<file path="src/rtl/core/idea_pkg.sv">
// ----------------------------------------------------------------------------
// idea_pkg
// Shared types, constants and arithmetic helpers for the IDEA encrypt pipeline.
// ----------------------------------------------------------------------------
package idea_pkg;

   localparam int WORD_W         = 16;
   localparam int KEY_W          = 128;
   localparam int HALF_KEY_W     = 64;
   localparam int BLOCK_W        = 64;
   localparam int KEY_WORDS      = 8;
   localparam int ROT_BITS       = 25;
   localparam int ROUND_KEYS     = 6;
   localparam int OUT_KEYS       = 4;
   localparam int ROUND_COUNT_DEF = 8;
   localparam int CSR_INDEX_W    = 1;

   typedef logic [WORD_W-1:0]      word_type;
   typedef word_type [0:3]         block_type;   // word 0 sits in the top bits
   typedef logic [KEY_W-1:0]       key_type;
   typedef logic [CSR_INDEX_W-1:0] csr_index_type;

   // register indexes of the csr channel
   localparam csr_index_type CSR_KEY_UPPER = 1'b0;
   localparam csr_index_type CSR_KEY_LOWER = 1'b1;

   // per-round stage load enables
   typedef struct packed {
      logic s1;
      logic s2;
      logic s3;
   } round_en_type;

   // product modulo 65537, a zero operand or result standing for 65536
   function automatic word_type mul_mod(word_type a, word_type b);
      logic [2*WORD_W-1:0] p;
      word_type            lo;
      word_type            hi;
      word_type            r;
      p  = (2*WORD_W)'(a) * (2*WORD_W)'(b);
      lo = p[WORD_W-1:0];
      hi = p[2*WORD_W-1:WORD_W];
      if (a == '0) begin
         r = word_type'(1) - b;
      end else if (b == '0) begin
         r = word_type'(1) - a;
      end else begin
         r = lo - hi + ((lo < hi) ? word_type'(1) : word_type'(0));
      end
      return r;
   endfunction

   // subkey n: word n mod 8 of the key rotated left by 25 bits per group of 8
   function automatic word_type subkey(key_type key, int n);
      int       start;
      word_type v;
      start = (ROT_BITS * (n / KEY_WORDS) + WORD_W * (n % KEY_WORDS)) % KEY_W;
      for (int i = 0; i < WORD_W; i++) begin
         v[WORD_W-1-i] = key[KEY_W-1-((start + i) % KEY_W)];
      end
      return v;
   endfunction

endpackage

</file>
<file path="src/rtl/core/idea_round.sv">
// ----------------------------------------------------------------------------
// idea_round
// One IDEA round in three register stages, one multiplier level per stage.
// ----------------------------------------------------------------------------
module idea_round #(
   parameter bit LAST_ROUND = 1'b0
) (
   input  logic                   clock,
   input  idea_pkg::round_en_type en,
   input  idea_pkg::block_type    x_in,
   input  idea_pkg::word_type     rkey [idea_pkg::ROUND_KEYS],
   output idea_pkg::block_type    y_out
);
   import idea_pkg::*;

   word_type a1_ff, b1_ff, c1_ff, d1_ff;
   word_type a2_ff, b2_ff, c2_ff, d2_ff, t1_2_ff;
   word_type a3_ff, b3_ff, c3_ff, d3_ff, t1_3_ff, t2_3_ff;
   word_type t2_in;
   word_type t3;

   // stage 1: key mixing of the four words
   always_ff @(posedge clock) begin
      if (en.s1) begin
         a1_ff <= mul_mod(x_in[0], rkey[0]);
         b1_ff <= x_in[1] + rkey[1];
         c1_ff <= x_in[2] + rkey[2];
         d1_ff <= mul_mod(x_in[3], rkey[3]);
      end
   end

   // stage 2: first multiply of the ma structure
   always_ff @(posedge clock) begin
      if (en.s2) begin
         a2_ff   <= a1_ff;
         b2_ff   <= b1_ff;
         c2_ff   <= c1_ff;
         d2_ff   <= d1_ff;
         t1_2_ff <= mul_mod(a1_ff ^ c1_ff, rkey[4]);
      end
   end

   // stage 3: second multiply of the ma structure
   assign t2_in = mul_mod((b2_ff ^ d2_ff) + t1_2_ff, rkey[5]);

   always_ff @(posedge clock) begin
      if (en.s3) begin
         a3_ff   <= a2_ff;
         b3_ff   <= b2_ff;
         c3_ff   <= c2_ff;
         d3_ff   <= d2_ff;
         t1_3_ff <= t1_2_ff;
         t2_3_ff <= t2_in;
      end
   end

   assign t3 = t1_3_ff + t2_3_ff;

   always_comb begin
      y_out[0] = a3_ff ^ t2_3_ff;
      y_out[3] = d3_ff ^ t3;
      if (LAST_ROUND) begin
         y_out[1] = b3_ff ^ t3;
         y_out[2] = c3_ff ^ t2_3_ff;
      end else begin
         y_out[1] = c3_ff ^ t2_3_ff;
         y_out[2] = b3_ff ^ t3;
      end
   end

endmodule
</file>
<file path="config.mk">
export PLATFORM = sky130hd
export DESIGN_NAME = idea_round
export DESIGN_NICKNAME = d
export VERILOG_FILES = /design/src/rtl/core/idea_pkg.sv /design/src/rtl/core/idea_round.sv
export SDC_FILE = /design/constraint.sdc
export NUM_CORES = 2
export LEC_CHECK = 0
export BUFFER_PORTS_ARGS = -buffer_cell sky130_fd_sc_hd__buf_2
export CAP_MARGIN = 20
export CORE_UTILIZATION = 55
export DETAILED_ROUTE_END_ITERATION = 16
export PLACE_DENSITY = 0.72
export SETUP_SLACK_MARGIN = 0.1
export SLEW_MARGIN = 20
export SYNTH_ARGS = -nofsm -noshare
export SYNTH_HDL_FRONTEND = slang
export SYNTH_SLANG_ARGS = --single-unit
</file>
<file path="constraint.sdc">
create_clock -name clock -period 36.8 [get_ports clock]
set_clock_uncertainty 0.1 [all_clocks]
set_input_delay 3.68 -clock clock [delete_from_list [all_inputs] [get_ports clock]]
set_output_delay 3.68 -clock clock [all_outputs]
set_load 0.1 [all_outputs]
</file>
# Yosys cells after proc, flatten, opt, wreduce, memory -nomap -nowiden
# Index checks and enable logic that the tools add are counted.
dict set report word_totals {
  input_bits 164
  ram_bits 0
  reg_bits 240
  mem_bits_ro 0
  output_inout_bits 64
  latch_bits 0
  mem_count 0
  word_cells 69
}
dict set report op_classes {
  eq_ne 0
  n_lt_le_gt_ge 4
  n_reduce_logical 8
  div 0
  muxes 12
  bitwise 6
  n_shift 0
  add_sub_neg 20
  n_mul 4
}
# operator count
set op_table {}
lappend op_table {{$logic_not 16->1} 8}
lappend op_table {{$mul 16x16->32} 4}
lappend op_table {{$mux 16} 8}
lappend op_table {{$sub 1x16->16 const A} 8}
lappend op_table {{$xor 16x16->16} 6}
lappend op_table {{$add 16x1->16} 4}
lappend op_table {{$add 16x16->16} 4}
lappend op_table {{$lt 16x16->1} 4}
lappend op_table {{$sub 16x16->16} 4}
lappend op_table {{$mux 1} 4}

# Depth between registers and ports, before layout
dict set report logic_depth {
  word_depth 8
  depth_mapped 54
  depth_no_buf 53
}

# Worst setup path before layout
# Ideal clock, no wire load.
dict set report synth_timing {
  path_type {input to register}
  startpoint {input port x_in[12] (netlist name)}
  endpoint {register d1_ff[14] (data pin)}
  stages 45
  n_path_buf 2
  setup_ns 0.268
  slack_ns 23.230
  t_arrival_ns 13.203
  cell_sequence {clkbuf_1 > buf_1 > nand2_1 > fa_1 > inv_1 > fa_1 > inv_1 > fa_1 > inv_1 > fa_1 > inv_1 > fa_1 > fa_1 > inv_1 > ha_1 > nand3_1 > nand2_1 > a221o_1 > (+9 left out) > nor2_1 > nand3_1 > or3_1 > o21ai_0 > ha_1 > inv_1 > ha_1 > fa_1 > a21oi_1 > o21ai_0 > a21oi_1 > nor2_1 > o311ai_0 > nand3_1 > a41o_1 > xor2_1 > mux2i_1 > a21oi_1}
}
dict set report synth_between {
  elab_chain_len 6
  word_cells_on_any_way 9
  cone_classes {add/sub (3); mul (1); order compare (1); mux (3); reduce/logical (1)}
}
# element line
set synth_rtl {}
lappend synth_rtl {{from (decl)} idea_round.sv:10} ;# input idea_pkg::block_type x_in,
lappend synth_rtl {{$mul 16x16->32} idea_pkg.sv:40} ;# p = (2*WORD_W)'(a) * (2*WORD_W)'(b);
lappend synth_rtl {{$lt 16x16->1} idea_pkg.sv:48} ;# r = lo - hi + ((lo < hi) ? word_type'(1) : word_type'(0));
lappend synth_rtl {{$mux 1} idea_pkg.sv:48}
lappend synth_rtl {{$add 16x1->16} idea_pkg.sv:48}
lappend synth_rtl {{$mux 16} idea_pkg.sv:45} ;# end else if (b == '0) begin
lappend synth_rtl {{$mux 16 *} idea_pkg.sv:43} ;# if (a == '0) begin
lappend synth_rtl {{to (signal assigned)} idea_round.sv:28} ;# d1_ff <= mul_mod(x_in[3], rkey[3]);
lappend synth_rtl {{to (decl)} idea_round.sv:16} ;# word_type a1_ff, b1_ff, c1_ff, d1_ff;
# Mark *: on every way between the ends. The rest lies on a longest branch, timed or not.
# A chain may end at the register's enable or synchronous reset.

# Worst setup path in the final report
dict set report layout_timing {
  startpoint {input port x_in[15] (netlist name)}
  endpoint {register d1_ff[13] (data pin)}
}
# Same word-level chain as after synthesis.

==> impl_metrics.py <==
metrics = {
    "status": {
        "status": "completed",
    },
    "floorplan": {
        "chipWidth_um": 309,
        "top_level_ports": 228,
        "fp.dieH_um": 309,
        "placement_rows": 112,
        "initial_utilization": 0.555,
        "floorplan.die_area_um2": 95400,
        "fp.coreArea_um2": 93300,
    },
    "global_routing": {
        "grt_max_degree": 69,
        "antenna_found_initial": 2,
        "grt_util_all_layers": 0.288,
        "vias_in_the_first_global_route": 40700,
        "grt_pass1_wl_um": 215000,
        "grt_overflow_total": 0,
    },
    "place": {
        "dpl_cell_area_um2": 54000,
        "routabilityCongestion": 0.933,
        "hpwl_um": 107000,
        "placed_cells": 6973,
        "io_buffers": 227,
    },
    "timing": {
        "final.min_clock_period_ns": 13.87,
        "final.setup.tns_ns": 0,
        "min_period_over_period": 0.377,
        "hold_violations": 0,
        "final_max_slew_viol_count": 0,
        "timing_worst_slew_pin_value_ns": 1.23,
        "max-slew-margin-rel": 0.174,
        "fmax_mhz": 72.1,
        "setup-violations-final": 0,
        "grt_setup_unrepaired": "false",
    },
    "route": {
        "routed-via-count": 39200,
        "dr.first_iter.drc_count": 2416,
        "dr.pass1.iters": 6,
        "post-route-drc-count": 0,
        "via_per_inst": 5.58,
        "route.final.wire_length_um": 133000,
        "antenna_violating_nets_post_route": 0,
        "routed_wire_length_per_instance_um": 18.9,
    },
    "synthesis": {
        "postSynth.topFlopCell": "sky130_fd_sc_hd__edfxtp_1",
        "synth_largest_area_cell": "sky130_fd_sc_hd__fa_1",
        "yosysWarningCount": 0,
        "synth_seq_area_share": 0.139,
        "synth_top_area_share": 0.314,
        "synth_enable_flop_cells": 240,
        "yosys_register_bits": 240,
        "avgSynthCellArea_um2": 9.08,
        "synth_cell_types": 80,
        "synth.top_cells.by_area": "sky130_fd_sc_hd__fa_1, sky130_fd_sc_hd__ha_1, sky130_fd_sc_hd__edfxtp_1",
        "netlist_area_um2": 51800,
        "synthCells": 5704,
        "postSynth.asyncResetShare": 0,
        "synth.net_count": 7288,
    },
    "clocking": {
        "cts.sinks": 240,
        "clk-insertion-delay-late_ns": 0.55,
        "cts.repair_timing.setup_buffer_count": 0,
        "cts_buffer_depth": 3,
        "cts_htree_levels": 1,
        "cts.clk_slew.worst_paths_ns": 0.06,
        "clock_tree.root_cell": "sky130_fd_sc_hd__clkbuf_16",
        "cts_hold_repair.buffers": 0,
        "cts_inserted_buffers": 25,
        "cts_tree": "done",
        "post_cts.resized_instances": 0,
    },
    "critical_path": {
        "regToRegSetupSlack_ns": 23.81,
        "critical_path_class": "in2reg",
        "delay_of_the_slowest_cell_on_the_worst_path_ns": 0.56,
        "end_kind": "flip-flop",
        "worst_path_most_repeated_cell": "sky130_fd_sc_hd__fa_1",
        "path_buf_inv": 5,
        "worstPathMaxFanout": 19,
        "worst_setup_path_start_kind": "input pin",
        "worst_path_dominant_cell_family": "compound AO/OA/AOI/OAI gates",
        "critical_path_top_delay_cell": "sky130_fd_sc_hd__fa_1",
        "worst_ep_arrival_time_ns": 14.03,
        "cp.required_ns": 36.96,
    },
    "cells_and_area": {
        "final_core_util": 0.587,
        "layoutNonFillerInstCount": 7018,
        "combined_flip_flop_and_latch_cell_area_um2": 7210,
        "final_net_count": 7330,
        "layout_cell_area_excl_fill_um2": 54800,
        "nFillCells": 8170,
        "final_layout_size_suffix_gt1_frac": 0.0620,
        "combined_area_of_the_multi_input_logic_cells_um2": 39700,
        "syn_to_final_growth_pct": 5.73,
    },
    "job": {
        "max_cap_violations": 0,
    },
    "hold_path": {
        "hold_class": "reg2reg",
    },
}
-- metrics by stage --
step	hold slack, ns	setup slack (ns)
6_report	0.316	22.93
4_1_cts	0.317	23.01
2_1_floorplan	0.300	23.23
5_1_grt	0.321	22.23
3_5_place_dp	0.305	22.45
3_3_place_gp	0.301	22.67
-- routing by layer --
| metal | GRT usage | routed length (um) |
|---|---|---|
| met1 | 0.382 | 55200 |
| met2 | 0.480 | 62800 |
| met3 | 0.0408 | 9250 |
| met4 | 0.109 | 5680 |
| met5 | 0 | 0 |
-- area by class of cell --
type | instances | share of cell area
sequential | 240 | 0.132
antenna | 3 | 0.000137
multi-input combinational | 4134 | 0.725
timing repair buffer | 267 | 0.0264
tap | 1254 | 0.0287
clock buffer | 28 | 0.0116
inverter | 1078 | 0.0739
clock inverter | 14 | 0.00256
-- placed cells by master (no fill, tap or decap), types with 23 or more instances in the layout --
cell,count
sky130_fd_sc_hd__nor2_1,206
sky130_fd_sc_hd__inv_1,1078
sky130_fd_sc_hd__ha_1,608
sky130_fd_sc_hd__a21o_1,72
sky130_fd_sc_hd__edfxtp_1,240
sky130_fd_sc_hd__clkbuf_16,25
sky130_fd_sc_hd__buf_2,224
sky130_fd_sc_hd__and2_1,370
sky130_fd_sc_hd__a21oi_1,189
sky130_fd_sc_hd__xor2_1,206
sky130_fd_sc_hd__nor2b_1,31
sky130_fd_sc_hd__a211oi_1,25
sky130_fd_sc_hd__xnor2_1,193
sky130_fd_sc_hd__o211ai_1,33
sky130_fd_sc_hd__buf_4,43
sky130_fd_sc_hd__nand2_1,772
sky130_fd_sc_hd__nand3_1,55
sky130_fd_sc_hd__or3_1,34
sky130_fd_sc_hd__o21ai_0,132
sky130_fd_sc_hd__nand2b_1,28
sky130_fd_sc_hd__fa_1,812
sky130_fd_sc_hd__nor3_1,57
sky130_fd_sc_hd__a31oi_1,23
-- synthesized netlist by cell type, types with 16 or more instances --
master and count:
sky130_fd_sc_hd__o211ai_1 33, sky130_fd_sc_hd__o21ai_0 132, sky130_fd_sc_hd__xor2_1 216, sky130_fd_sc_hd__nor2b_1 31
sky130_fd_sc_hd__or3_1 34, sky130_fd_sc_hd__o21a_1 16, sky130_fd_sc_hd__nor4_1 27, sky130_fd_sc_hd__o21bai_1 20
sky130_fd_sc_hd__a21oi_1 191, sky130_fd_sc_hd__inv_1 1078, sky130_fd_sc_hd__buf_1 29, sky130_fd_sc_hd__a31oi_1 24
sky130_fd_sc_hd__fa_1 812, sky130_fd_sc_hd__nand3_1 55, sky130_fd_sc_hd__ha_1 608, sky130_fd_sc_hd__clkbuf_1 218
sky130_fd_sc_hd__and2_1 370, sky130_fd_sc_hd__nand2_1 772, sky130_fd_sc_hd__nand2b_1 28, sky130_fd_sc_hd__a21o_1 72
sky130_fd_sc_hd__nor3_1 57, sky130_fd_sc_hd__a211oi_1 25, sky130_fd_sc_hd__xnor2_1 196, sky130_fd_sc_hd__and3_1 22
sky130_fd_sc_hd__nor2_1 206, sky130_fd_sc_hd__mux2i_1 16, sky130_fd_sc_hd__edfxtp_1 240
-- kinds of logic after synthesis --
kind of cell,synth area share
flip-flops,0.139
adder cells (fa/ha/maj),0.461
AO/OA/AOI/OAI,0.0772
buffers and inverters,0.0969
XOR/XNOR,0.0706
multiplexers,0.00338
AND/OR/NAND/NOR,0.152
-- worst reg2reg max path: cells and delay by family (launching register included) --
family	cells	cell delay [ns]
mux	1	0.12
compound gates	22	4.96
simple gates	7	1.32
flops	1	0.42
buf+inv	5	0.50
fa+ha+maj	12	4.86
xor+xnor	3	0.45
-- final timing paths --
path,depth (start not counted),end,startpoint
setup / recovery,41,d1_ff[13]$_DFFE_PP_,x_in[15]
hold / removal,0,b2_ff[14]$_DFFE_PP_,b1_ff[14]$_DFFE_PP_
setup reg to reg,50,t2_3_ff[15]$_DFFE_PP_,d2_ff[0]$_DFFE_PP_
hold reg to reg,0,b2_ff[14]$_DFFE_PP_,b1_ff[14]$_DFFE_PP_
Power is not shown: default switching activity piles up to over one toggle a cycle in this logic, so the estimate is an artifact.
