File: config.mk
export PLATFORM = sky130hd
export DESIGN_NAME = idea_keysched
export DESIGN_NICKNAME = d
export VERILOG_FILES = /design/src/rtl/core/idea_pkg.sv /design/src/rtl/core/idea_keysched.sv
export SDC_FILE = /design/constraint.sdc
export NUM_CORES = 1
export LEC_CHECK = 0
export BUFFER_PORTS_ARGS = -buffer_cell sky130_fd_sc_hd__buf_2
export CORE_AREA = 2 2 354 356
export DETAILED_ROUTE_END_ITERATION = 6
export DIE_AREA = 0 0 356 358
export GPL_TIMING_DRIVEN = 0
export MAX_ROUTING_LAYER = met4
export SLEW_MARGIN = 10
export SYNTH_ARGS = -nofsm -noshare
export SYNTH_HDL_FRONTEND = slang
export SYNTH_SLANG_ARGS = --single-unit
export TNS_END_PERCENT = 20
File: constraint.sdc
create_clock -name clock -period 1.1 [get_ports clock]
set_clock_uncertainty 0.05 [all_clocks]
set_input_delay 0.165 -clock clock [delete_from_list [all_inputs] [get_ports clock]]
set_output_delay 0.165 -clock clock [all_outputs]
set_load 0.005 [all_outputs]
File: src/rtl/core/idea_pkg.sv
// ----------------------------------------------------------------------------
// idea_pkg
// Shared types, constants and arithmetic helpers for the IDEA encrypt pipeline.
// ----------------------------------------------------------------------------
package idea_pkg;

   localparam int WORD_W         = 16;
   localparam int KEY_W          = 128;
   localparam int HALF_KEY_W     = 64;
   localparam int BLOCK_W        = 64;
   localparam int KEY_WORDS      = 8;
   localparam int ROT_BITS       = 25;
   localparam int ROUND_KEYS     = 6;
   localparam int OUT_KEYS       = 4;
   localparam int ROUND_COUNT_DEF = 8;
   localparam int CSR_INDEX_W    = 1;

   typedef logic [WORD_W-1:0]      word_type;
   typedef word_type [0:3]         block_type;   // word 0 sits in the top bits
   typedef logic [KEY_W-1:0]       key_type;
   typedef logic [CSR_INDEX_W-1:0] csr_index_type;

   // register indexes of the csr channel
   localparam csr_index_type CSR_KEY_UPPER = 1'b0;
   localparam csr_index_type CSR_KEY_LOWER = 1'b1;

   // per-round stage load enables
   typedef struct packed {
      logic s1;
      logic s2;
      logic s3;
   } round_en_type;

   // product modulo 65537, a zero operand or result standing for 65536
   function automatic word_type mul_mod(word_type a, word_type b);
      logic [2*WORD_W-1:0] p;
      word_type            lo;
      word_type            hi;
      word_type            r;
      p  = (2*WORD_W)'(a) * (2*WORD_W)'(b);
      lo = p[WORD_W-1:0];
      hi = p[2*WORD_W-1:WORD_W];
      if (a == '0) begin
         r = word_type'(1) - b;
      end else if (b == '0) begin
         r = word_type'(1) - a;
      end else begin
         r = lo - hi + ((lo < hi) ? word_type'(1) : word_type'(0));
      end
      return r;
   endfunction

   // subkey n: word n mod 8 of the key rotated left by 25 bits per group of 8
   function automatic word_type subkey(key_type key, int n);
      int       start;
      word_type v;
      start = (ROT_BITS * (n / KEY_WORDS) + WORD_W * (n % KEY_WORDS)) % KEY_W;
      for (int i = 0; i < WORD_W; i++) begin
         v[WORD_W-1-i] = key[KEY_W-1-((start + i) % KEY_W)];
      end
      return v;
   endfunction

endpackage

File: src/rtl/core/idea_keysched.sv
// ----------------------------------------------------------------------------
// idea_keysched
// Key registers behind the csr write channel and the fixed subkey wiring.
// ----------------------------------------------------------------------------
module idea_keysched #(
   parameter int ROUND_COUNT = idea_pkg::ROUND_COUNT_DEF
) (
   input  logic                      clock,
   input  logic                      reset,
   input  logic                      csr_valid,
   output logic                      csr_ready,
   input  idea_pkg::csr_index_type   csr_index,
   input  logic [63:0]               csr_data,
   output idea_pkg::word_type        subkeys [idea_pkg::ROUND_KEYS*ROUND_COUNT+idea_pkg::OUT_KEYS]
);
   import idea_pkg::*;

   localparam int SK_COUNT = ROUND_KEYS * ROUND_COUNT + OUT_KEYS;

   logic [HALF_KEY_W-1:0] key_upper_ff, key_upper_in;
   logic [HALF_KEY_W-1:0] key_lower_ff, key_lower_in;
   key_type               key;

   assign csr_ready = 1'b1;

   always_comb begin
      key_upper_in = key_upper_ff;
      key_lower_in = key_lower_ff;
      if (csr_valid) begin
         unique case (csr_index)
            CSR_KEY_UPPER: key_upper_in = csr_data;
            CSR_KEY_LOWER: key_lower_in = csr_data;
            default: ;
         endcase
      end
   end

   always_ff @(posedge clock) begin
      if (reset) begin
         key_upper_ff <= '0;
         key_lower_ff <= '0;
      end else begin
         key_upper_ff <= key_upper_in;
         key_lower_ff <= key_lower_in;
      end
   end

   assign key = {key_upper_ff, key_lower_ff};

   // rotations are pure wiring
   for (genvar n = 0; n < SK_COUNT; n++) begin : g_sk
      assign subkeys[n] = subkey(key, n);
   end

endmodule

* After elaboration in Yosys (flattened, before gate mapping)
Index checks and enable logic that the tools add are counted.
** Cells by class
- Bitwise logic cells :: 1
- Reduce and logical (&&, ||, !) cells :: 2
** Operators with widths (number)
- 2-bit AND reduction :: 2
- 1-bit NOT :: 1
** Word-level totals
- Bits in registers :: 128
- Word-level logic and storage cells :: 5
- Output and inout bits :: 833
- Input port bits :: 68

* Logic depth before layout (Yosys ltp)
Gate-level depths: netlist (run 1).
- Depth in word-level cells :: 2
- Depth in mapped cells :: 4
- Depth with buffers taken out :: 2

* Least setup slack after synthesis (run 1)
Ideal clock, no wire load.
- Path type :: input -> register
- Start :: input port csr_valid
- End :: register key_upper_ff[0]
- Path slack :: 214 ps
- Required time :: 978 ps
- Setup time :: 72 ps
- Stages on the path :: 4
- Data arrival time :: 764 ps
- Buffers on the path :: 2
- Path through :: nor2b_1 > buf_4 > buf_6 > mux2i_1
** Between the ends
- Word-level cells in the longest chain between the ends :: 1
** Ends and longest elaborated chain
- start, declared :: RTL line idea_keysched.sv:10 : input logic csr_valid,
- 2-bit AND reduction (no source line)
- end signal, assigned :: RTL line idea_keysched.sv:43 : key_upper_ff <= key_upper_in;
- end, declared :: RTL line idea_keysched.sv:20 : logic [HALF_KEY_W-1:0] key_upper_ff, key_upper_in;
Every way passes these cells.
A chain may end at the register's enable or synchronous reset.

* Worst setup path in the final report (run 1)
- Start :: register key_lower_ff[58]
- End :: output port subkeys[556] in the netlist's numbering
** RTL lines
- start, declared :: RTL line idea_keysched.sv:21 : logic [HALF_KEY_W-1:0] key_lower_ff, key_lower_in;
- start signal, assigned :: RTL line idea_keysched.sv:44 : key_lower_ff <= key_lower_in;
- end, declared :: RTL line idea_keysched.sv:14 : output idea_pkg::word_type subkeys [idea_pkg::ROUND_KEYS*ROUND_COUNT+idea_pkg::OUT_KEYS]
No word-level cell between the ends.

==> out/metrics.csv, run 1 <==
stage,metric,value,unit
placement,hpwl,51.6,mm
route,remaining_drc_errors,0,
floorplan,die_y,358,um
hold_path,hold_class,in2reg,
synth,synthDistinctLibCells,12,
final_layout,drive_gt1_share,81.6,%
grt,overflow,0,
synth,ys_ff_latch,128,
clock_tree,cts_tree,done,
route,first_pass_iters,4,
setup_path,r2r-start,key_upper_ff[62],
setup_path,startpoint_type,flip-flop,
final_layout,regArea,3040,sq um
clock_tree,clockBufferDepth,2,
synth,yosysWarnings,0,
setup_path,crit_cells,2,
route,routed-via-count,10539,
final_layout,final_cells,3861,
route,drt-initial-drc-count,235,
synth,ys_seq_area_share,24.2,%
clock_tree,clkTransAtPathRegs,0.08,ns
placement,dp_cells,3728,
sta,setup_ws,-0.378,ns
clock_tree,insertion_delay,0.49,ns
floorplan,start_util,8.57,%
floorplan,die_w,356,um
synth,netlist_instances,1193,
run_status,violations,setup timing,
synth,netlist_area,10600,sq um
sta,finalCritPeriodShare,134,%
sta,rsz0062_at_grt,yes,
grt,grt_max_degree,17,
setup_path,max_stage_delay,0.51,ns
setup_path,cpMaxStageDelayCell,dfxtp_4,
final_layout,area_delta_synth_final,108,%
floorplan,dieArea,127000,sq um
setup_path,end_kind,output pin,
final_layout,final_cell_mix,"buf_2 (618), buf_6 (556), buf_4 (450)",
sta,drv_slew,0,
final_layout,fill_cells,13647,
placement,place_congestion,0.721,
power,p_leak,11.9,nW
route,routed_via_density,2.73,
setup_path,crit_family,flip-flops,
final_layout,layout_commonest_cell,buf_2,
setup_path,endpoint,subkeys[556],
floorplan,coreArea,123000,sq um
setup_path,cp-startpoint,key_lower_ff[58],
setup_path,cp_common_cell,buf_6,
power,power.density,819,nW/um^2
power,power,18.0,mW
sta,tightest_slew,0.677,ns
sta,slew_headroom,54.9,%
setup_path,path_max_fanout,8,
floorplan,ios,901,
grt,grt_pass1_vias,9548,
setup_path,r2r_slack,0.08,ns
floorplan,num_rows,129,
sta,finalCriticalPeriod,1.48,ns
setup_path,reg2reg_to,key_upper_ff[62],
route,routed_wl,65.0,mm
setup_path,critPathBufInv,2,
synth,syn_nets,1261,
route,wire_per_inst,16.8,um
route,ant_nets,0,
synth,avgSynthCellArea,8.86,sq um
sta,finalSetupTns,-223.59,ns
setup_path,ff2ff_path_depth,3,
setup_path,crit_arrival,1.26,ns
grt,antenna_found_initial,17,
sta,hold_violations,0,
job,cap_violations,0,
clock_tree,cts-root-buf,clkbuf_16,
clock_tree,cts_made_buffers,17,
final_layout,multi_input_area,2510,sq um
setup_path,cp_cell_sequence,buf_6 > buf_6,
grt,grt_pass1_wl,80.4,mm
sta,setup_viol,841,
clock_tree,cts_sinks,128,
placement,port-buffer-count,898,
setup_path,crit_required,0.88,ns
grt,grt_usage,9.68,%
run_status,status,"finished, violations left",
setup_path,path_class,reg2out,
sta,max_clock_freq,677,MHz
power,vdd_ir_drop_max,1.31,mV
clock_tree,htree_levels,4,
final_layout,nets,2266,
==> cell type report <==
class | count | area share [%]
flip-flops and latches | 128 | 13.8
well taps | 1637 | 9.31
clock buffers | 18 | 1.95
diodes | 13 | 0.148
multi-input cells | 325 | 11.4
repair buffers | 987 | 33.0
plain buffers | 739 | 29.5
clock inverters | 14 | 0.813
==> synth_stat cells, drive strengths merged <==
cell type | count | area share, %
nand2b | 193 | 11
dfxtp | 128 | 24
mux2i | 128 | 12
conb | 1 | 0.035
nor2b | 1 | 0.059
nand2 | 1 | 0.035
buf | 721 | 51
clkbuf | 19 | 0.67
and2 | 1 | 0.059
==> state kept, by name, indices dropped and copies added (netlist names) <==
signal        count
key_upper_ff     64
key_lower_ff     64
==> through the flow <==
step	setup slack, ns	utilization, %	cell area, sq um	hold slack [ns]
2_1_floorplan	0.214	-	10600	0.291
6_report	-0.378	17.8	22000	0.134
3_5_place_dp	-1.06	13.9	17100	0.413
4_1_cts	-0.458	16.9	20900	0.0791
3_3_place_gp	-1.03	13.9	17100	0.402
5_1_grt	-0.446	17.8	22000	0.149
==> kinds of logic after synthesis <==
logic type / synth area share (%)
buf+inv: 52.0
flops: 24.2
mux: 12.1
other cells: 0.0355
simple gates: 11.6
==> worst min path at each step <==
stage / slack, ns / cells after the start / end / start
CTS: 0.08 / 3 / key_lower_ff[6] / reset
floorplan: 0.29 / 2 / key_upper_ff[60] / csr_data[60]
finish: 0.13 / 3 / key_lower_ff[6] / reset
global route: 0.15 / 3 / key_lower_ff[4] / reset
global placement: 0.40 / 3 / key_lower_ff[44] / csr_data[44]
detailed placement: 0.41 / 3 / key_lower_ff[8] / csr_data[8]
==> worst reg2reg max path, cell delays in order, from the launching register on <==
cell      delay [ns]
dfxtp_4         0.47
buf_4           0.17
nand2b_1        0.05
mux2i_1         0.19
==> per-layer routing <==
layer | share of wire, % | global-route usage [%]
met4 | 1.3 | 2.73
met2 | 49 | 15.6
met5 | 0 | -
met3 | 5.0 | 1.62
met1 | 44 | 12.4
==> what timing repair did <==
| item | 4_1_cts | 5_1_grt |
|---|---|---|
| endpoints found under the hold margin | 127 | 0 |
| setup buffers | 21 | 2 |
| hold buffers | 66 | 0 |
| cloned | 0 | 0 |
| endpoints found under the setup margin | 946 | 950 |
| resized for setup | 593 | 233 |
==> power by group <==
| group | internal, mW | switching [mW] | leakage, nW |
|---|---|---|---|
| combinational | 3.98 | 1.88 | 10.5 |
| sequential | 4.76 | 0.985 | 1.14 |
| clock | 3.60 | 2.83 | 0.294 |
| total | 12.3 | 5.69 | 11.9 |
(Power assumes the default switching activity.)
==> run 2, diff against run 1 <==
--- a/config.mk
+++ b/config.mk
@@ -6,11 +6,14 @@
 export NUM_CORES = 1
 export LEC_CHECK = 0
 export BUFFER_PORTS_ARGS = -buffer_cell sky130_fd_sc_hd__buf_2
-export CORE_AREA = 2 2 354 356
+export CELL_PAD_IN_SITES_DETAIL_PLACEMENT = 1
+export CELL_PAD_IN_SITES_GLOBAL_PLACEMENT = 1
+export CORE_AREA = 2 2 347 349
 export DETAILED_ROUTE_END_ITERATION = 6
-export DIE_AREA = 0 0 356 358
+export DIE_AREA = 0 0 349 351
 export GPL_TIMING_DRIVEN = 0
 export MAX_ROUTING_LAYER = met4
+export PLACE_DENSITY_LB_ADDON = 0.1
 export SLEW_MARGIN = 10
 export SYNTH_ARGS = -nofsm -noshare
 export SYNTH_HDL_FRONTEND = slang
==> out/metrics.csv, run 2 (synthesized netlist as in run 1, its figures left out) <==
stage,metric,value,unit,change
clock_tree,cts-root-buf,clkbuf_16,,
floorplan,num_rows,127,,-1.6%
placement,dpl_cell_area,17000,sq um,-0.65%
grt,grt_usage,8.92,%,-0.76 points
floorplan,coreArea,119000,sq um,-3.5%
floorplan,ios,901,,unchanged
route,wire_per_inst,15.1,um,-10%
power,p_leak,11.8,nW,-1.7%
route,ant_nets,0,,unchanged
final_layout,nets,2244,,-0.97%
sta,finalCriticalPeriod,1.40,ns,-0.0819 ns
final_layout,top_regs,"key_lower_ff: 64 flops, key_upper_ff: 64 flops",,
sta,drv_slew,0,,unchanged
grt,grt_pass1_wl,75.9,mm,-5.6%
grt,grtUsageMet3,2.31,%,+0.68 points
placement,dp_cells,3639,,-2.4%
final_layout,area_delta_synth_final,102,%,
final_layout,drive_gt1_share,81.7,%,about the same
route,remaining_drc_errors,0,,unchanged
setup_path,startpoint_type,flip-flop,,
setup_path,path_max_fanout,8,,unchanged
placement,hpwl,46.9,mm,-9.0%
setup_path,cp-startpoint,key_lower_ff[60],,
job,cap_violations,0,,unchanged
route,routed-via-count,10428,,-1.1%
grt,antenna_found_initial,8,,-9
placement,place_congestion,0.705,,-2.3%
clock_tree,clockBufferDepth,2,,unchanged
final_layout,fill_cells,14004,,+2.6%
setup_path,crit_arrival,1.18,ns,-0.08 ns
grt,overflow,0,,unchanged
sta,setup_viol,878,,+4.4%
sta,tightest_slew,0.756,ns,+0.0786 ns
floorplan,dieArea,122000,sq um,-3.9%
final_layout,utilization,17.9,%,+0.071 points
clock_tree,clkTransAtPathRegs,0.07,ns,about the same
hold_path,hold_class,in2reg,,
final_layout,final_cells,3743,,-3.1%
grt,grt_max_degree,17,,unchanged
grt,grt_pass1_vias,10695,,+12%
route,routed_via_density,2.79,,+2.1%
run_status,violations,setup timing,,
final_layout,layout_commonest_cell,buf_2,,
setup_path,r2r-start,key_upper_ff[63],,
grt,use_met1,8.93,%,-3.5 points
setup_path,path_class,reg2out,,
grt,busiest_layer,met2,,
sta,finalSetupTns,-154.68,ns,+68.91 ns
sta,slew_headroom,49.6,%,-5.2 points
route,routed_wl,56.6,mm,-13%
sta,rsz0062_at_grt,yes,,
power,vdd_ir_drop_max,1.11,mV,-15%
final_layout,final_area,21300,sq um,-3.1%
power,power.density,806,nW/um^2,-1.7%
sta,max_clock_freq,716,MHz,+5.9%
floorplan,die_w,349,um,-2.0%
sta,setup_ws,-0.296,ns,+0.0819 ns
placement,port-buffer-count,898,,unchanged
setup_path,end_kind,output pin,,
clock_tree,cts_made_buffers,17,,unchanged
clock_tree,cts_tree,done,,
final_layout,final_cell_mix,"buf_2 (638), buf_6 (522), buf_4 (464)",,
sta,hold_violations,0,,unchanged
sta,finalCritPeriodShare,127,%,-7.4 points
floorplan,start_util,8.88,%,+0.31 points
clock_tree,insertion_delay,0.46,ns,-0.03 ns
hold_path,min_from,csr_data[60],,
run_status,status,"finished, violations left",,
route,drt-initial-drc-count,205,,-13%
grt,grtUsageMet2,17.3,%,+1.8 points
clock_tree,cts_sinks,128,,unchanged
setup_path,crit_required,0.88,ns,about the same
clock_tree,htree_levels,4,,unchanged
route,first_pass_iters,4,,unchanged
floorplan,die_y,351,um,-2.0%
[run 2: critical path, cell delays in order, from the launching register on]
cell     delay (ns)
dfxtp_4        0.49
buf_6          0.14
buf_6          0.08
[run 2: area by class of cell]
class                      instances  area, sq um  share of cell area [%]
clock buffer                      17          425                    1.99
tap                             1548         1940                    9.08
antenna                            6         15.0                  0.0704
timing repair buffer             964         6780                    31.8
multi-input combinational        325         2510                    11.8
buffer                           740         6450                    30.3
clock inverter                    15          160                   0.751
sequential                       128         3040                    14.3
[run 2: final timing paths]
check	to	slack, ns	cells past startpoint
max	subkeys[661]	-0.30	2
min	key_upper_ff[60]	0.03	3
max reg2reg	key_upper_ff[63]	0.24	3
min reg2reg	key_upper_ff[48]	0.47	2
[run 2: report_power, final]
part	switching, mW	total [mW]	leakage [nW]	internal (mW)
clock	2.66	6.02	0.284	3.36
sequential	0.687	5.44	1.14	4.75
combinational	1.89	5.72	10.3	3.83
[run 2: repair_timing]
action / in CTS / in global routing
setup endpoints to repair: 946 / 960
hold endpoints to repair: 120 / 0
hold buffers: 60 / 0
buffers inserted: 2 / 4
resized for setup: 602 / 183
pin swaps: 0 / 0
[run 2: per-stage QoR]
step	power [mW]	setup slack, ns	hold slack [ns]
global placement	10.4	-0.753	0.399
floorplan	7.92	0.214	0.291
global route	18.4	-0.400	0.00848
detailed placement	10.4	-0.773	0.419
finish	17.2	-0.296	0.0263
CTS	17.6	-0.401	0.00585
[run 2: metal layers]
metal	wire, um	vias to the layer above	share of wire (%)
li1	-	4992	-
met1	20700	4969	37
met2	32300	446	57
met3	3080	21	5.4
met4	451	0	0.80
met5	0	-	0
